**config.mk**
```make
export PLATFORM = sky130hd
export DESIGN_NAME = dda_line_stepper_with_wrap_top
export DESIGN_NICKNAME = d
export VERILOG_FILES = /design/src/rtl/dls_pkg.sv /design/src/rtl/dda_line_stepper_with_wrap_top.sv /design/src/rtl/dls_front.sv /design/src/rtl/dls_div.sv /design/src/rtl/dls_engine.sv
export SDC_FILE = /design/constraint.sdc
export NUM_CORES = 1
export LEC_CHECK = 0
export BUFFER_PORTS_ARGS = -buffer_cell sky130_fd_sc_hd__buf_2
export CORE_ASPECT_RATIO = 0.75
export CORE_UTILIZATION = 45
export DETAILED_ROUTE_END_ITERATION = 12
export GPL_TIMING_DRIVEN = 1
export SYNTH_ARGS = -nofsm -noshare
export SYNTH_HDL_FRONTEND = slang
export SYNTH_HIERARCHICAL = 1
export SYNTH_SLANG_ARGS = --single-unit
```
**constraint.sdc**
```tcl
create_clock -name clk -period 4.55 [get_ports clk]
set_clock_uncertainty 0.05 [all_clocks]
set_input_delay 0.91 -clock clk [delete_from_list [all_inputs] [get_ports clk]]
set_output_delay 0.91 -clock clk [all_outputs]
set_load 0.05 [all_outputs]
```
**src/rtl/dls_pkg.sv**
```systemverilog
// Shared constants and types of the DDA line stepper.
`timescale 1ns / 1ps
`default_nettype none
package dls_pkg;

    localparam int COORD_BITS_DEF = 12;
    localparam int FRAC_BITS_DEF  = 16;
    localparam int QUEUE_DEPTH    = 4;   // power of two
    localparam int CFG_INDEX_W    = 1;
    localparam int WIDTH_RESET    = 1024;
    localparam int HEIGHT_RESET   = 512;

    typedef enum logic {
        CMD_START = 1'b0,
        CMD_STEP  = 1'b1
    } cmd_t;

    typedef enum logic [CFG_INDEX_W-1:0] {
        CFG_IMAGE_WIDTH  = 1'b0,
        CFG_IMAGE_HEIGHT = 1'b1
    } cfg_index_t;

    typedef enum logic [1:0] {
        KIND_LINE  = 2'd0,
        KIND_EMPTY = 2'd1,
        KIND_STEP  = 2'd2
    } kind_t;

    typedef enum logic {
        ENG_READY  = 1'b0,
        ENG_DIVIDE = 1'b1
    } eng_state_t;

endpackage
`default_nettype wire

```
**src/rtl/dda_line_stepper_with_wrap_top.sv**
```systemverilog
// Top level of the DDA line stepper with horizontal wrap-around.
`timescale 1ns / 1ps
`default_nettype none
// A start command (s_tuser = 0) sets up a line between two endpoints, taking the route that
// wraps around the left/right image edge when that is no longer than the direct one; each step
// command (s_tuser = 1) then returns one pixel with a plot flag (strictly inside the image) and
// tlast on the final step. A start returns nothing, and so does a step when no line is active.
// Step commands are carried out at one per cycle while the output is free and no setup runs.
// A non-empty start keeps the back end busy while it loads the bit-serial divider that forms
// both increments side by side, while the FRAC_BITS + 1 quotient bits are formed and while it
// takes them up; a four-entry queue behind the input keeps taking commands meanwhile.
// Configuration index 0 is the image width, index 1 the height; write them only while idle.
module dda_line_stepper_with_wrap_top
    import dls_pkg::*;
#(
    parameter int COORD_BITS = COORD_BITS_DEF,
    parameter int FRAC_BITS  = FRAC_BITS_DEF
)
(
    input  wire logic                                  clk,
    input  wire logic                                  rst_n,
    input  wire logic                                  s_tvalid,
    output logic                                       s_tready,
    // src_x, src_y, dst_x, dst_y from the lowest bit, zero fill to whole bytes
    input  wire logic [((4*COORD_BITS+7)/8)*8-1:0]     s_tdata,
    // command
    input  wire logic                                  s_tuser,
    output logic                                       m_tvalid,
    input  wire logic                                  m_tready,
    // pixel_x, pixel_y from the lowest bit, zero fill to whole bytes
    output logic [((2*COORD_BITS+7)/8)*8-1:0]          m_tdata,
    // plot
    output logic                                       m_tuser,
    output logic                                       m_tlast,
    input  wire logic                                  cfg_we,
    input  wire logic [CFG_INDEX_W-1:0]                cfg_index,
    input  wire logic [COORD_BITS:0]                   cfg_data
);

    localparam int OUT_DATA_W = ((2*COORD_BITS+7)/8)*8;

    logic [COORD_BITS:0]     width_reg;
    logic [COORD_BITS:0]     height_reg;
    logic                    q_valid;
    logic [4*COORD_BITS+5:0] q_entry;
    logic                    q_pop;
    logic [COORD_BITS-1:0]   pixel_x;
    logic [COORD_BITS-1:0]   pixel_y;

    always_ff @(posedge clk or negedge rst_n)
    begin
        if (!rst_n)
        begin
            width_reg  <= (COORD_BITS+1)'(WIDTH_RESET);
            height_reg <= (COORD_BITS+1)'(HEIGHT_RESET);
        end
        else if (cfg_we)
        begin
            unique case (cfg_index_t'(cfg_index))
                CFG_IMAGE_WIDTH:  width_reg  <= cfg_data;
                CFG_IMAGE_HEIGHT: height_reg <= cfg_data;
                default:          width_reg  <= width_reg;
            endcase
        end
    end

    dls_front #(
        .COORD_BITS (COORD_BITS)
    ) u_front (
        .clk         (clk),
        .rst_n       (rst_n),
        .in_valid    (s_tvalid),
        .in_ready    (s_tready),
        .in_cmd      (cmd_t'(s_tuser)),
        .src_x       (s_tdata[COORD_BITS-1:0]),
        .src_y       (s_tdata[2*COORD_BITS-1:COORD_BITS]),
        .dst_x       (s_tdata[3*COORD_BITS-1:2*COORD_BITS]),
        .dst_y       (s_tdata[4*COORD_BITS-1:3*COORD_BITS]),
        .image_width (width_reg),
        .q_valid     (q_valid),
        .q_entry     (q_entry),
        .q_pop       (q_pop)
    );

    dls_engine #(
        .COORD_BITS (COORD_BITS),
        .FRAC_BITS  (FRAC_BITS)
    ) u_engine (
        .clk          (clk),
        .rst_n        (rst_n),
        .q_valid      (q_valid),
        .q_entry      (q_entry),
        .q_pop        (q_pop),
        .image_width  (width_reg),
        .image_height (height_reg),
        .out_valid    (m_tvalid),
        .out_ready    (m_tready),
        .pixel_x      (pixel_x),
        .pixel_y      (pixel_y),
        .plot         (m_tuser),
        .last         (m_tlast)
    );

    assign m_tdata = OUT_DATA_W'({pixel_y, pixel_x});

endmodule
`default_nettype wire

```
**src/rtl/dls_front.sv**
```systemverilog
// Front end: classifies incoming commands, resolves the wrap route and queues the result.
`timescale 1ns / 1ps
`default_nettype none
module dls_front
    import dls_pkg::*;
#(
    parameter int COORD_BITS = COORD_BITS_DEF
)
(
    input  wire logic                      clk,
    input  wire logic                      rst_n,
    input  wire logic                      in_valid,
    output logic                           in_ready,
    input  wire cmd_t                      in_cmd,
    input  wire logic [COORD_BITS-1:0]     src_x,
    input  wire logic [COORD_BITS-1:0]     src_y,
    input  wire logic [COORD_BITS-1:0]     dst_x,
    input  wire logic [COORD_BITS-1:0]     dst_y,
    input  wire logic [COORD_BITS:0]       image_width,
    output logic                           q_valid,
    output logic [4*COORD_BITS+5:0]        q_entry,
    input  wire logic                      q_pop
);

    localparam int PTR_W = $clog2(QUEUE_DEPTH);

    typedef struct packed {
        kind_t                        kind;
        logic signed [COORD_BITS+1:0] start_x;
        logic [COORD_BITS-1:0]        start_y;
        logic [COORD_BITS-1:0]        span_x;
        logic [COORD_BITS-1:0]        span_y;
        logic                         neg_x;
        logic                         neg_y;
    } entry_t;

    entry_t                entry;
    entry_t                store_reg [QUEUE_DEPTH];
    logic [PTR_W-1:0]      wr_ptr_reg, wr_ptr_next;
    logic [PTR_W-1:0]      rd_ptr_reg, rd_ptr_next;
    logic [PTR_W:0]        count_reg, count_next;
    logic                  push;
    logic                  x_fwd;
    logic                  x_ge;
    logic [COORD_BITS-1:0] dx_dir;
    logic [COORD_BITS:0]   dx_ext;
    logic [COORD_BITS:0]   gdx;
    logic                  wrap;
    logic [COORD_BITS-1:0] dy;

    // Wrapped span is |dx - width| on either ordering of the endpoints.
    always_comb
    begin
        x_fwd  = (src_x <= dst_x);
        x_ge   = (src_x >= dst_x);
        dx_dir = x_fwd ? (dst_x - src_x) : (src_x - dst_x);
        dx_ext = {1'b0, dx_dir};
        gdx    = (dx_ext >= image_width) ? (dx_ext - image_width) : (image_width - dx_ext);
        wrap   = (gdx <= dx_ext);
        dy     = (src_y <= dst_y) ? (dst_y - src_y) : (src_y - dst_y);

        entry.start_x = (wrap && !x_fwd) ? ({2'b00, src_x} - {1'b0, image_width})
                                         : {2'b00, src_x};
        entry.start_y = src_y;
        entry.span_x  = wrap ? gdx[COORD_BITS-1:0] : dx_dir;
        entry.span_y  = dy;
        if (wrap)
        begin
            entry.neg_x = x_fwd ? (dx_ext <= image_width) : (dx_ext >= image_width);
        end
        else
        begin
            entry.neg_x = x_ge;
        end
        entry.neg_y = (src_y >= dst_y);

        if (in_cmd == CMD_STEP)
        begin
            entry.kind = KIND_STEP;
        end
        else if ((entry.span_x == '0) && (dy == '0))
        begin
            entry.kind = KIND_EMPTY;
        end
        else
        begin
            entry.kind = KIND_LINE;
        end
    end

    assign in_ready = (count_reg != (PTR_W+1)'(QUEUE_DEPTH));
    assign push     = in_valid && in_ready;
    assign q_valid  = (count_reg != '0);
    assign q_entry  = store_reg[rd_ptr_reg];

    always_comb
    begin
        wr_ptr_next = push ? (wr_ptr_reg + 1'b1) : wr_ptr_reg;
        rd_ptr_next = q_pop ? (rd_ptr_reg + 1'b1) : rd_ptr_reg;
        count_next  = count_reg + (PTR_W+1)'(push) - (PTR_W+1)'(q_pop);
    end

    always_ff @(posedge clk or negedge rst_n)
    begin
        if (!rst_n)
        begin
            wr_ptr_reg <= '0;
            rd_ptr_reg <= '0;
            count_reg  <= '0;
        end
        else
        begin
            wr_ptr_reg <= wr_ptr_next;
            rd_ptr_reg <= rd_ptr_next;
            count_reg  <= count_next;
        end
    end

    always_ff @(posedge clk)
    begin
        if (push)
        begin
            store_reg[wr_ptr_reg] <= entry;
        end
    end

endmodule
`default_nettype wire

```
**src/rtl/dls_div.sv**
```systemverilog
// Bit-serial restoring divider: both increment magnitudes over one shared step count.
`timescale 1ns / 1ps
`default_nettype none
module dls_div
    import dls_pkg::*;
#(
    parameter int COORD_BITS = COORD_BITS_DEF,
    parameter int FRAC_BITS  = FRAC_BITS_DEF
)
(
    input  wire logic                  clk,
    input  wire logic                  rst_n,
    input  wire logic                  start,
    input  wire logic [COORD_BITS-1:0] divisor,
    input  wire logic [COORD_BITS-1:0] num_x,
    input  wire logic [COORD_BITS-1:0] num_y,
    output logic                       done,
    output logic [FRAC_BITS:0]         quo_x,
    output logic [FRAC_BITS:0]         quo_y
);

    localparam int CNT_W = $clog2(FRAC_BITS + 1);

    logic                  busy_reg, busy_next;
    logic                  done_reg, done_next;
    logic [CNT_W-1:0]      cnt_reg, cnt_next;
    logic [COORD_BITS-1:0] div_reg;
    logic [COORD_BITS:0]   rem_x_reg, rem_x_next;
    logic [COORD_BITS:0]   rem_y_reg, rem_y_next;
    logic [FRAC_BITS:0]    quo_x_reg, quo_x_next;
    logic [FRAC_BITS:0]    quo_y_reg, quo_y_next;
    logic [COORD_BITS:0]   div_ext;
    logic                  ge_x, ge_y;
    logic [COORD_BITS:0]   sub_x, sub_y;
    logic                  last_iter;

    // Numerator never exceeds the divisor, so the quotient has one integer bit.
    always_comb
    begin
        div_ext    = {1'b0, div_reg};
        ge_x       = (rem_x_reg >= div_ext);
        ge_y       = (rem_y_reg >= div_ext);
        sub_x      = ge_x ? (rem_x_reg - div_ext) : rem_x_reg;
        sub_y      = ge_y ? (rem_y_reg - div_ext) : rem_y_reg;
        rem_x_next = {sub_x[COORD_BITS-1:0], 1'b0};
        rem_y_next = {sub_y[COORD_BITS-1:0], 1'b0};
        quo_x_next = {quo_x_reg[FRAC_BITS-1:0], ge_x};
        quo_y_next = {quo_y_reg[FRAC_BITS-1:0], ge_y};
        last_iter  = busy_reg && (cnt_reg == CNT_W'(FRAC_BITS));
        cnt_next   = cnt_reg + 1'b1;
        busy_next  = start || (busy_reg && !last_iter);
        done_next  = last_iter;
    end

    always_ff @(posedge clk or negedge rst_n)
    begin
        if (!rst_n)
        begin
            busy_reg <= 1'b0;
            done_reg <= 1'b0;
            cnt_reg  <= '0;
        end
        else
        begin
            busy_reg <= busy_next;
            done_reg <= done_next;
            if (start)
            begin
                cnt_reg <= '0;
            end
            else if (busy_reg)
            begin
                cnt_reg <= cnt_next;
            end
        end
    end

    always_ff @(posedge clk)
    begin
        if (start)
        begin
            div_reg   <= divisor;
            rem_x_reg <= {1'b0, num_x};
            rem_y_reg <= {1'b0, num_y};
            quo_x_reg <= '0;
            quo_y_reg <= '0;
        end
        else if (busy_reg)
        begin
            rem_x_reg <= rem_x_next;
            rem_y_reg <= rem_y_next;
            quo_x_reg <= quo_x_next;
            quo_y_reg <= quo_y_next;
        end
    end

    assign done  = done_reg;
    assign quo_x = quo_x_reg;
    assign quo_y = quo_y_reg;

endmodule
`default_nettype wire

```
**src/rtl/dls_engine.sv**
```systemverilog
// Back end: line setup through the divider, then one pixel per step into the output register.
`timescale 1ns / 1ps
`default_nettype none
module dls_engine
    import dls_pkg::*;
#(
    parameter int COORD_BITS = COORD_BITS_DEF,
    parameter int FRAC_BITS  = FRAC_BITS_DEF
)
(
    input  wire logic                      clk,
    input  wire logic                      rst_n,
    input  wire logic                      q_valid,
    input  wire logic [4*COORD_BITS+5:0]   q_entry,
    output logic                           q_pop,
    input  wire logic [COORD_BITS:0]       image_width,
    input  wire logic [COORD_BITS:0]       image_height,
    output logic                           out_valid,
    input  wire logic                      out_ready,
    output logic [COORD_BITS-1:0]          pixel_x,
    output logic [COORD_BITS-1:0]          pixel_y,
    output logic                           plot,
    output logic                           last
);

    localparam int PX_W  = COORD_BITS + 2 + FRAC_BITS;
    localparam int PY_W  = COORD_BITS + 1 + FRAC_BITS;
    localparam int INC_W = FRAC_BITS + 2;
    localparam logic [PY_W-1:0] HALF = PY_W'(1) << (FRAC_BITS - 1);

    typedef struct packed {
        kind_t                        kind;
        logic signed [COORD_BITS+1:0] start_x;
        logic [COORD_BITS-1:0]        start_y;
        logic [COORD_BITS-1:0]        span_x;
        logic [COORD_BITS-1:0]        span_y;
        logic                         neg_x;
        logic                         neg_y;
    } entry_t;

    entry_t                   head;
    eng_state_t               state_reg, state_next;
    logic                     active_reg;
    logic [COORD_BITS-1:0]    steps_left_reg;
    logic signed [PX_W-1:0]   pos_x_reg;
    logic signed [PY_W-1:0]   pos_y_reg;
    logic signed [INC_W-1:0]  inc_x_reg, inc_y_reg;
    logic                     neg_x_reg, neg_y_reg;
    logic                     out_valid_reg;
    logic [COORD_BITS-1:0]    out_x_reg, out_y_reg;
    logic                     out_plot_reg, out_last_reg;

    logic                     out_free;
    logic                     div_start;
    logic                     emit;
    logic                     div_done;
    logic [FRAC_BITS:0]       quo_x, quo_y;
    logic [COORD_BITS-1:0]    steps;
    logic signed [INC_W-1:0]  mag_x, mag_y;
    logic signed [PX_W:0]     x_lim, x_ext;
    logic signed [PY_W:0]     y_lim, y_ext;
    logic [PY_W-1:0]          y_round;
    logic                     in_image;

    assign head     = entry_t'(q_entry);
    assign steps    = (head.span_x >= head.span_y) ? head.span_x : head.span_y;
    assign out_free = !out_valid_reg || out_ready;

    dls_div #(
        .COORD_BITS (COORD_BITS),
        .FRAC_BITS  (FRAC_BITS)
    ) u_div (
        .clk     (clk),
        .rst_n   (rst_n),
        .start   (div_start),
        .divisor (steps),
        .num_x   (head.span_x),
        .num_y   (head.span_y),
        .done    (div_done),
        .quo_x   (quo_x),
        .quo_y   (quo_y)
    );

    always_comb
    begin
        state_next = state_reg;
        unique case (state_reg)
            ENG_READY:
            begin
                if (q_valid && (head.kind == KIND_LINE))
                begin
                    state_next = ENG_DIVIDE;
                end
            end
            ENG_DIVIDE:
            begin
                if (div_done)
                begin
                    state_next = ENG_READY;
                end
            end
            default:
            begin
                state_next = ENG_READY;
            end
        endcase
    end

    always_comb
    begin
        q_pop     = 1'b0;
        div_start = 1'b0;
        emit      = 1'b0;
        unique case (state_reg)
            ENG_READY:
            begin
                if (q_valid)
                begin
                    unique case (head.kind)
                        KIND_LINE:
                        begin
                            q_pop     = 1'b1;
                            div_start = 1'b1;
                        end
                        KIND_EMPTY:
                        begin
                            q_pop = 1'b1;
                        end
                        KIND_STEP:
                        begin
                            // Without a line the step is dropped; otherwise wait for room.
                            if (!active_reg)
                            begin
                                q_pop = 1'b1;
                            end
                            else if (out_free)
                            begin
                                q_pop = 1'b1;
                                emit  = 1'b1;
                            end
                        end
                        default:
                        begin
                            q_pop = 1'b1;
                        end
                    endcase
                end
            end
            ENG_DIVIDE:
            begin
                q_pop = 1'b0;
            end
            default:
            begin
                q_pop = 1'b0;
            end
        endcase
    end

    // Strictly-inside test on the exact fixed-point position.
    always_comb
    begin
        x_lim    = {2'b00, image_width, {FRAC_BITS{1'b0}}};
        x_ext    = {pos_x_reg[PX_W-1], pos_x_reg};
        y_lim    = {1'b0, image_height, {FRAC_BITS{1'b0}}};
        y_ext    = {pos_y_reg[PY_W-1], pos_y_reg};
        in_image = !pos_x_reg[PX_W-1] && (pos_x_reg != '0) && (x_ext < x_lim) &&
                   !pos_y_reg[PY_W-1] && (pos_y_reg != '0) && (y_ext < y_lim);
        y_round  = pos_y_reg + HALF;
        mag_x    = {1'b0, quo_x};
        mag_y    = {1'b0, quo_y};
    end

    always_ff @(posedge clk or negedge rst_n)
    begin
        if (!rst_n)
        begin
            state_reg      <= ENG_READY;
            active_reg     <= 1'b0;
            steps_left_reg <= '0;
            out_valid_reg  <= 1'b0;
        end
        else
        begin
            state_reg <= state_next;
            if (div_start)
            begin
                steps_left_reg <= steps;
                active_reg     <= 1'b0;
            end
            else if (q_pop && (head.kind == KIND_EMPTY))
            begin
                active_reg <= 1'b0;
            end
            else if (div_done)
            begin
                active_reg <= 1'b1;
            end
            else if (emit)
            begin
                steps_left_reg <= steps_left_reg - 1'b1;
                if (steps_left_reg == COORD_BITS'(1))
                begin
                    active_reg <= 1'b0;
                end
            end

            if (emit)
            begin
                out_valid_reg <= 1'b1;
            end
            else if (out_ready)
            begin
                out_valid_reg <= 1'b0;
            end
        end
    end

    always_ff @(posedge clk)
    begin
        if (div_start)
        begin
            pos_x_reg <= {head.start_x, {FRAC_BITS{1'b0}}};
            pos_y_reg <= {1'b0, head.start_y, {FRAC_BITS{1'b0}}};
            neg_x_reg <= head.neg_x;
            neg_y_reg <= head.neg_y;
        end
        else if (emit)
        begin
            pos_x_reg <= pos_x_reg + {{(PX_W-INC_W){inc_x_reg[INC_W-1]}}, inc_x_reg};
            pos_y_reg <= pos_y_reg + {{(PY_W-INC_W){inc_y_reg[INC_W-1]}}, inc_y_reg};
        end

        if (div_done)
        begin
            inc_x_reg <= neg_x_reg ? -mag_x : mag_x;
            inc_y_reg <= neg_y_reg ? -mag_y : mag_y;
        end

        if (emit)
        begin
            out_plot_reg <= in_image;
            out_last_reg <= (steps_left_reg == COORD_BITS'(1));
            // Drop the coordinates of an off-image point.
            out_x_reg    <= in_image ? pos_x_reg[FRAC_BITS+COORD_BITS-1:FRAC_BITS] : '0;
            out_y_reg    <= in_image ? y_round[FRAC_BITS+COORD_BITS-1:FRAC_BITS] : '0;
        end
    end

    assign out_valid = out_valid_reg;
    assign pixel_x   = out_x_reg;
    assign pixel_y   = out_y_reg;
    assign plot      = out_plot_reg;
    assign last      = out_last_reg;

endmodule
`default_nettype wire

```
======== Word-level counts from Yosys, hierarchy flattened ========
Memory sizes are Yosys's and may differ from the RTL's.
Index checks and enable logic that the tools add are counted.
word-level totals
  register bits ........................... 250
  RAM bits ................................ 216
  bits of input ports ..................... 68
  logic and storage cells ................. 161
  memories ................................ 1
memories
  name               depth  width  read ports  clocked after Yosys merged registers in  wr ports  line             text
  u_front.store_reg  4      54     1           0                                        1         dls_front.sv:38  entry_t store_reg [QUEUE_DEPTH];
cells by class
  add/sub/neg operators ................... 20
  magnitude comparators ................... 12
  equality and inequality tests ........... 7
  multiplexer cells ....................... 52
  bitwise operators ....................... 2
  reduce and logical (&&, ||, !) cells .... 34
operators by type and width
  kind                                             count
  2-to-1 mux 12 bit                                14
  subtractor 12 bit                                6
  2-to-1 mux 30 bit                                2
  2-to-1 mux 28 bit                                2
  >= comparator 12 bit                             3
  negator 17 -> 18 bit                             2
  2-to-1 mux 17 bit                                2
  adder 30 bit                                     1
  < comparator 29 x 30 -> 1 bit                    1
  < comparator 30 bit                              1
  nonzero test 30 bit                              1
  adder 29 bit                                     1
  nonzero test 29 bit                              1
  adder 28 x 16 -> 28 bit (second input constant)  1
  >= comparator 13 x 12 -> 1 bit                   2
  2-to-1 mux 1 bit                                 25
  less-or-equal comparator 12 bit                  2
  zero test 12 bit                                 2
  2-to-1 mux 14 bit                                1
  subtractor 12 x 13 -> 14 bit                     1
  >= comparator 12 x 13 -> 1 bit                   1
  less-or-equal comparator 12 x 13 -> 1 bit        1
  less-or-equal comparator 13 x 12 -> 1 bit        1
  2-to-1 mux 13 bit                                1
  26 further kinds                                 52

======== Logic depth before layout (Yosys ltp) ========
Gate-level depths: netlist of run 1.
  word-level depth ........................ 11
  gate-level depth with buffers ........... 38
  depth with buffers taken out ............ 34

======== By module ========
The synthesis of run 1 kept the hierarchy.
by module, submodules not included
  module                          times used  cells an instance  area an instance (sq um)  sequential area each (sq um)
  dls_front                       1           1020               13010.0                   6661.4
  dls_engine                      1           1067               9898.2                    3738.6
  dls_div                         1           439                4320.4                    1976.9
  dda_line_stepper_with_wrap_top  1           56                 1026.0                    653.1

======== Worst setup path after synthesis of run 1 ========
Ideal clock, no wire load.
  path type ............................... input -> register
  start point ............................. input s_tdata[0]
  end point ............................... memory u_front/store_reg[0][45] (netlist name), data pin
  library setup time ...................... 0.201 ns
  arrival ................................. 7.408 ns
  data required time ...................... 4.299 ns
  path slack .............................. -3.109 ns
  stages .................................. 37
  path buffers ............................ 3
  cells stage by stage .................... inv_1 > ha_1 > inv_1 > fa_1 > nand3_1 > a211oi_1 > a211o_1 > nand2_1 > buf_2 > mux2_2 > a21oi_1 > o211ai_1 > o2bb2ai_1 > xnor2_1 > inv_1 > ha_1 > buf_2 > nand4_1 > nor4_1 > nor2_1 > a21boi_1 > clkbuf_1 > nor3_1 > o21ai_0 > o41ai_2 > xor2_1 > inv_1 > ha_1 > nor2b_1 > o21ai_0 > o21ai_0 > nor3b_1 > nand3_1 > o311ai_1 > nand2_2 > or4_1 > o21ai_0
RTL lines
  element      line                                  text
  from (decl)  dda_line_stepper_with_wrap_top.sv:25  input wire logic [((4*COORD_BITS+7)/8)*8-1:0] s_tdata,
  to (decl)    dls_front.sv:38

==> qor.yml, run 1 <==
run_status: "finished, violations left"
violations: "negative setup slack"
grt_usage: 0.2475
grt-ovfl-total: 0
worstPathArrival_ps: 7100
cts_buffers: 49
syn_area_um2: 28250
htree_levels: 2
clock_latency_ps: 600
die_x_um: 291.3
min_period_ps: 6724
final_layout_size_suffix_gt1_frac: 0.2635
hold_viol_final: 0
ys.flop_type: "edfxtp_1"
vias: 21580
drc: 0
clock_path_buffers: 3
grt_pass1_vias: 21030
final.setup.tns_ps: -230970
gp_congestion: 0.9295
ys_ff_latch: 466
hp-class: "input pin to asynchronous set/reset pin"
fmax_mhz: 148.7
dp_slack_ps: -2902
syn_to_final_growth_pct: 23.04
async_flop_share: 0.1180
wl_per_cell_um: 20.81
slew_viol_final: 0
grt_pass1_wl_mm: 121.8
first_pass_iters: 5
synth_warnings: 6
max_stage_delay_ps: 340
fin_ws_ps: -2174
power.density_nw_per_um2: 664.4
hold_ws_ps: 320.9
drv_cap: 0
std_cell_rows: 79
post-route-period-util: 1.478
setup_violations: 112
fillers: 5305
relSlewSlack: 0.3852
slowest_stage: "or3_4"
criticalPathCategory: "input pin to register"
crit_path_end_kind: "register"
postSynthCellCount: 2582
antenna_found_initial: 2
nets: 3286
ys_seq_area_frac: 0.4612
yosys.area.top_type: "edfxtp_1"
largest_register_ffs: 216
cts_tree: "done"
rsz0062_at_grt: "true"
initial_core_util: 0.4552
clockRootBuffer: "clkbuf_16"
syn_avg_cell_area_um2: 10.94
synth_top_area_share: 0.3635
boundaryPins: 96
crit_path_start_kind: "input pin"
grt_max_degree: 67
fp.coreArea_um2: 62070
ant_nets: 0
die_area_um2: 63800
cp_max_fo: 8
cp_common_cell: "o21ai_2"
hpwl_mm: 60.12
synth_edf_count: 342
clkSlewWorstSetupHoldPaths_ps: 60
die_height_um: 219.0
postRouteWirelength_mm: 79.83
viasPerCell: 5.628
p_leak_nw: 14.64
total_power_mw: 23.10
tightest_slew_ps: 922.2
max-vdd-ir-drop_uv: 319.9
synthTopCellsByArea: "edfxtp_1 (36%), ha_1 (9.8%), dfxtp_1 (4.9%), dfrtp_1 (4.7%), mux4_2 (4.3%)"
clkSinkCount: 466
drt-initial-drc-count: 1837
port_buffers: 95
syn_nets: 2882
synth_cell_types: 98
antenna_cells: 0
critPathRequiredTime_ps: 4930
==> cell families (layout without fill, tap and decap cells) <==
kind of cell,count (synthesis),count (layout),share of synthesized area
flip-flops,466,466,0.4612
multiplexers,165,165,0.08586
AO/OA/AOI/OAI,619,619,0.1437
XOR/XNOR,151,151,0.04681
adder cells (fa/ha/maj),232,232,0.1057
AND/OR/NAND/NOR,663,663,0.1165
buffers and inverters,286,729,0.04034
==> routing by layer <==
layer	up-vias	part of all wire	global-route usage
met1	10500	0.49	0.3641
li1	10370	-	-
met2	604	0.42	0.3671
met4	2	0.021	0.05982
met5	-	0.00021	0
met3	102	0.076	0.05682
==> through the flow <==
stage               instance area [um^2]    util  instances
floorplan                          28610       -       2582
global placement                   32020  0.5159       3702
detailed placement                 32020  0.5159       3702
CTS                                34070  0.5489       3815
global route                       34770  0.5601       3835
finish                             34770  0.5601       3835
==> layout by cell type (no fill, tap or decap), drive strengths merged, types with 21 or more instances in the layout <==
master,instances
nand2,204
nor2b,21
mux2,49
dfxtp,69
xor2,63
a21o,91
nand2b,21
mux4,54
and2,37
a31oi,30
nor2,147
xnor2,88
and3,26
edfxtp,342
o21ai,131
dfrtp,53
nor4,23
ha,221
inv,194
buf,448
nor3,34
a21oi,186
nand4,33
clkbuf,60
mux2i,62
nand3,52
==> layout make-up <==
type | count | area, um^2 | area share
Multi-Input combinational cell | 1830 | 15050 | 0.4330
Sequential cell | 466 | 13040 | 0.3750
Inverter | 191 | 740.7 | 0.02131
Clock inverter | 30 | 324.1 | 0.009321
Clock buffer | 60 | 1277 | 0.03675
Tap cell | 810 | 1013 | 0.02915
Timing Repair Buffer | 448 | 3321 | 0.09552
==> report_power, final <==
group	switching [mW]	internal, mW
clock network	1.74	2.35
registers	0.768	6.28
logic	6.51	5.45
total	9.02	14.1
==> final timing paths <==
path / slack (ps) / cells past startpoint / start / endpoint
worst max-delay path: -2170 / 35 / s_tdata[8] / u_front/store_reg[0][41]$_DFFE_PP_
worst min-delay path: 320 / 1 / rst_n / u_engine/u_div/cnt_reg[2]$_DFFE_PN0P_
worst max register to register: -520 / 25 / width_reg[2]$_DFFE_PN0P_ / u_front/store_reg[0][41]$_DFFE_PP_
worst min register to register: 430 / 2 / u_engine/pos_y_reg[11]$_SDFFE_PP0P_ / u_engine/pos_y_reg[11]$_SDFFE_PP0P_
max in group asynchronous: 3160 / 2 / rst_n / height_reg[9]$_DFFE_PN1P_
min in group clk: 430 / 2 / u_engine/pos_y_reg[11]$_SDFFE_PP0P_ / u_engine/pos_y_reg[11]$_SDFFE_PP0P_
==> synthesized netlist by cell type (13+ instances only) <==
| library cell | number |
|---|---|
| or3_1 | 18 |
| nand2b_1 | 21 |
| o211ai_1 | 13 |
| dfrtp_1 | 53 |
| xnor2_1 | 88 |
| a21oi_1 | 185 |
| and3_1 | 25 |
| buf_2 | 22 |
| inv_1 | 191 |
| nor3_1 | 34 |
| dfxtp_1 | 69 |
| mux4_2 | 54 |
| xor2_1 | 63 |
| nor2b_1 | 20 |
| ha_1 | 221 |
| a211oi_1 | 18 |
| nand4_1 | 31 |
| o21a_1 | 19 |
| edfxtp_1 | 342 |
| mux2i_1 | 62 |
| mux2_2 | 39 |
| clkbuf_1 | 50 |
| nor4_1 | 22 |
| and2_1 | 37 |
| a21o_1 | 91 |
| nand3_1 | 52 |
| o31ai_1 | 13 |
| buf_1 | 15 |
| a31oi_1 | 28 |
| o21ai_0 | 121 |
| nor2_1 | 145 |
| nand2_1 | 201 |
==> what timing repair did <==
action | in CTS | in global routing
resized for setup | 52 | 99
setup endpoints to repair | 112 | 112
buffers inserted | 25 | 29
hold buffers | 0 | 0
pin swaps | 30 | 52
==> worst max-delay path: cells and delay by family <==
family / cells / cell delay (ps)
AO/OA/AOI/OAI: 10 / 1680
XOR/XNOR: 2 / 390
adder cells (fa/ha/maj): 3 / 730
buffers and inverters: 9 / 1120
multiplexers: 1 / 320
AND/OR/NAND/NOR: 10 / 1920
(Power assumes the default switching activity.)
==> run 2, diff against run 1 <==
- MAX_ROUTING_LAYER: default -> met4
==> qor.yml, run 2 (synthesis results as in run 1) <==
placed_area_um2: 32000
hp-class: "input pin to asynchronous set/reset pin"
fillers: 5306
min_period_ps: 6832
final_layout_size_suffix_gt1_frac: 0.2623
tightest_slew_ps: 919.0
die_height_um: 219.0
relSlewSlack: 0.3873
largest_register_ffs: 216
crit_path_end_kind: "register"
critPathRequiredTime_ps: 4900
clockRootBuffer: "clkbuf_16"
syn_to_final_growth_pct: 22.92
grt_usage: 0.2562
vias: 21740
std_cell_rows: 79
initial_core_util: 0.4552
port_buffers: 95
hpwl_mm: 59.99
cp_common_cell: "buf_6"
fin_area_um2: 34730
clkSlewWorstSetupHoldPaths_ps: 70
fin_ws_ps: -2282
placedCellCount: 3701
worstReg2RegStart: "width_reg[2]$_DFFE_PN0P_"
crit_path_start_kind: "input pin"
clkSinkCount: 466
p_leak_nw: 14.68
nets: 3293
post-route-period-util: 1.502
cp_max_fo: 7
grt_max_degree: 71
first_pass_iters: 5
multi_input_area_um2: 14970
worstPathArrival_ps: 7190
max-vdd-ir-drop_uv: 465.6
run_status: "finished, violations left"
final_cell_mix: "edfxtp_1 (342), buf_4 (331), ha_1 (204)"
grt_pass1_wl_mm: 122.7
fp.coreArea_um2: 62070
fmax_mhz: 146.4
setup_violations: 112
drc: 0
max_stage_delay_ps: 380
clock_path_buffers: 3
slew_viol_final: 0
grt_pass1_vias: 21090
boundaryPins: 96
wl_per_cell_um: 20.63
ant_nets: 0
gp_congestion: 0.9765
hold_viol_final: 0
die_x_um: 291.3
cts_buffers: 48
antenna_found_initial: 3
stdcell_count: 3843
clock_latency_ps: 600
power.density_nw_per_um2: 659.2
drv_cap: 0
slowest_stage: "o311a_4"
viasPerCell: 5.656
violations: "negative setup slack"
postRouteWirelength_mm: 79.28
die_area_um2: 63800
criticalPathCategory: "input pin to register"
cts_tree: "done"
cp-startpoint: "s_tdata[0]"
seq_area_um2: 13040
rsz0062_at_grt: "true"
htree_levels: 2
total_power_mw: 22.89
drt-initial-drc-count: 1717
final_common_cell: "edfxtp_1"
grt-ovfl-total: 0
run 2: per-stage QoR:
step / hold slack (ps) / util / setup slack [ps] / setup TNS, ps
finish: 380.3 / 0.5595 / -2282 / -239630
global route: 403.6 / 0.5595 / -2521 / -269290
detailed placement: 417.7 / 0.5155 / -2840 / -307190
floorplan: 398.8 / - / -2368 / -256570
global placement: 409.8 / 0.5155 / -2895 / -300570
CTS: 377.2 / 0.5527 / -2104 / -222830
run 2: path summary, 6_finish.rpt:
kind | cells after the start | slack (ps) | endpoint
setup reg to reg | 23 | -570 | u_front/store_reg[3][41]$_DFFE_PP_
hold / removal | 1 | 380 | height_reg[11]$_DFFE_PN0P_
hold reg to reg | 2 | 420 | u_engine/pos_x_reg[5]$_SDFFE_PP0P_
min in group clk | 2 | 420 | u_engine/pos_x_reg[5]$_SDFFE_PP0P_
setup / recovery | 36 | -2280 | u_front/store_reg[3][41]$_DFFE_PP_
max in group asynchronous | 2 | 3110 | u_front/rd_ptr_reg[0]$_DFFE_PN0P_
run 2: report_power, final:
group	internal, mW	switching [mW]	total [mW]
clock	2.38	1.69	4.07
sequential	6.28	0.781	7.06
combinational	5.38	6.39	11.8
run 2: layout make-up:
cell class	count	share of cell area
diodes	2	0.0001441
clock buffers	64	0.03779
clock inverters	24	0.008574
inverters	191	0.02133
multi-input cells	1831	0.4309
flip-flops and latches	466	0.3754
well taps	810	0.02918
repair buffers	455	0.09669
run 2: per-layer routing:
metal | vias to the layer above | GRT usage | wire (um)
met5 | - | - | 0
met3 | 111 | 0.05803 | 5827
met4 | 0 | 0.05702 | 1554
li1 | 10390 | - | -
met1 | 10620 | 0.3695 | 38870
met2 | 624 | 0.3652 | 33030
run 2: worst max-delay path, delay by kind of cell:
| kind | cells | cell delay (ps) |
|---|---|---|
| AO/OA/AOI/OAI | 11 | 2160 |
| XOR/XNOR | 2 | 450 |
| adder cells (fa/ha/maj) | 4 | 1010 |
| buffers and inverters | 10 | 1060 |
| multiplexers | 1 | 320 |
| AND/OR/NAND/NOR | 8 | 1260 |
run 2: what timing repair did:
| item | 4_1_cts | 5_1_grt |
|---|---|---|
| pin swaps | 45 | 48 |
| setup buffers | 35 | 19 |
| endpoints found under the hold margin | 0 | 0 |
| hold buffers | 0 | 0 |
| endpoints found under the setup margin | 112 | 112 |
| cloned | 2 | 0 |
| resized for setup | 84 | 48 |
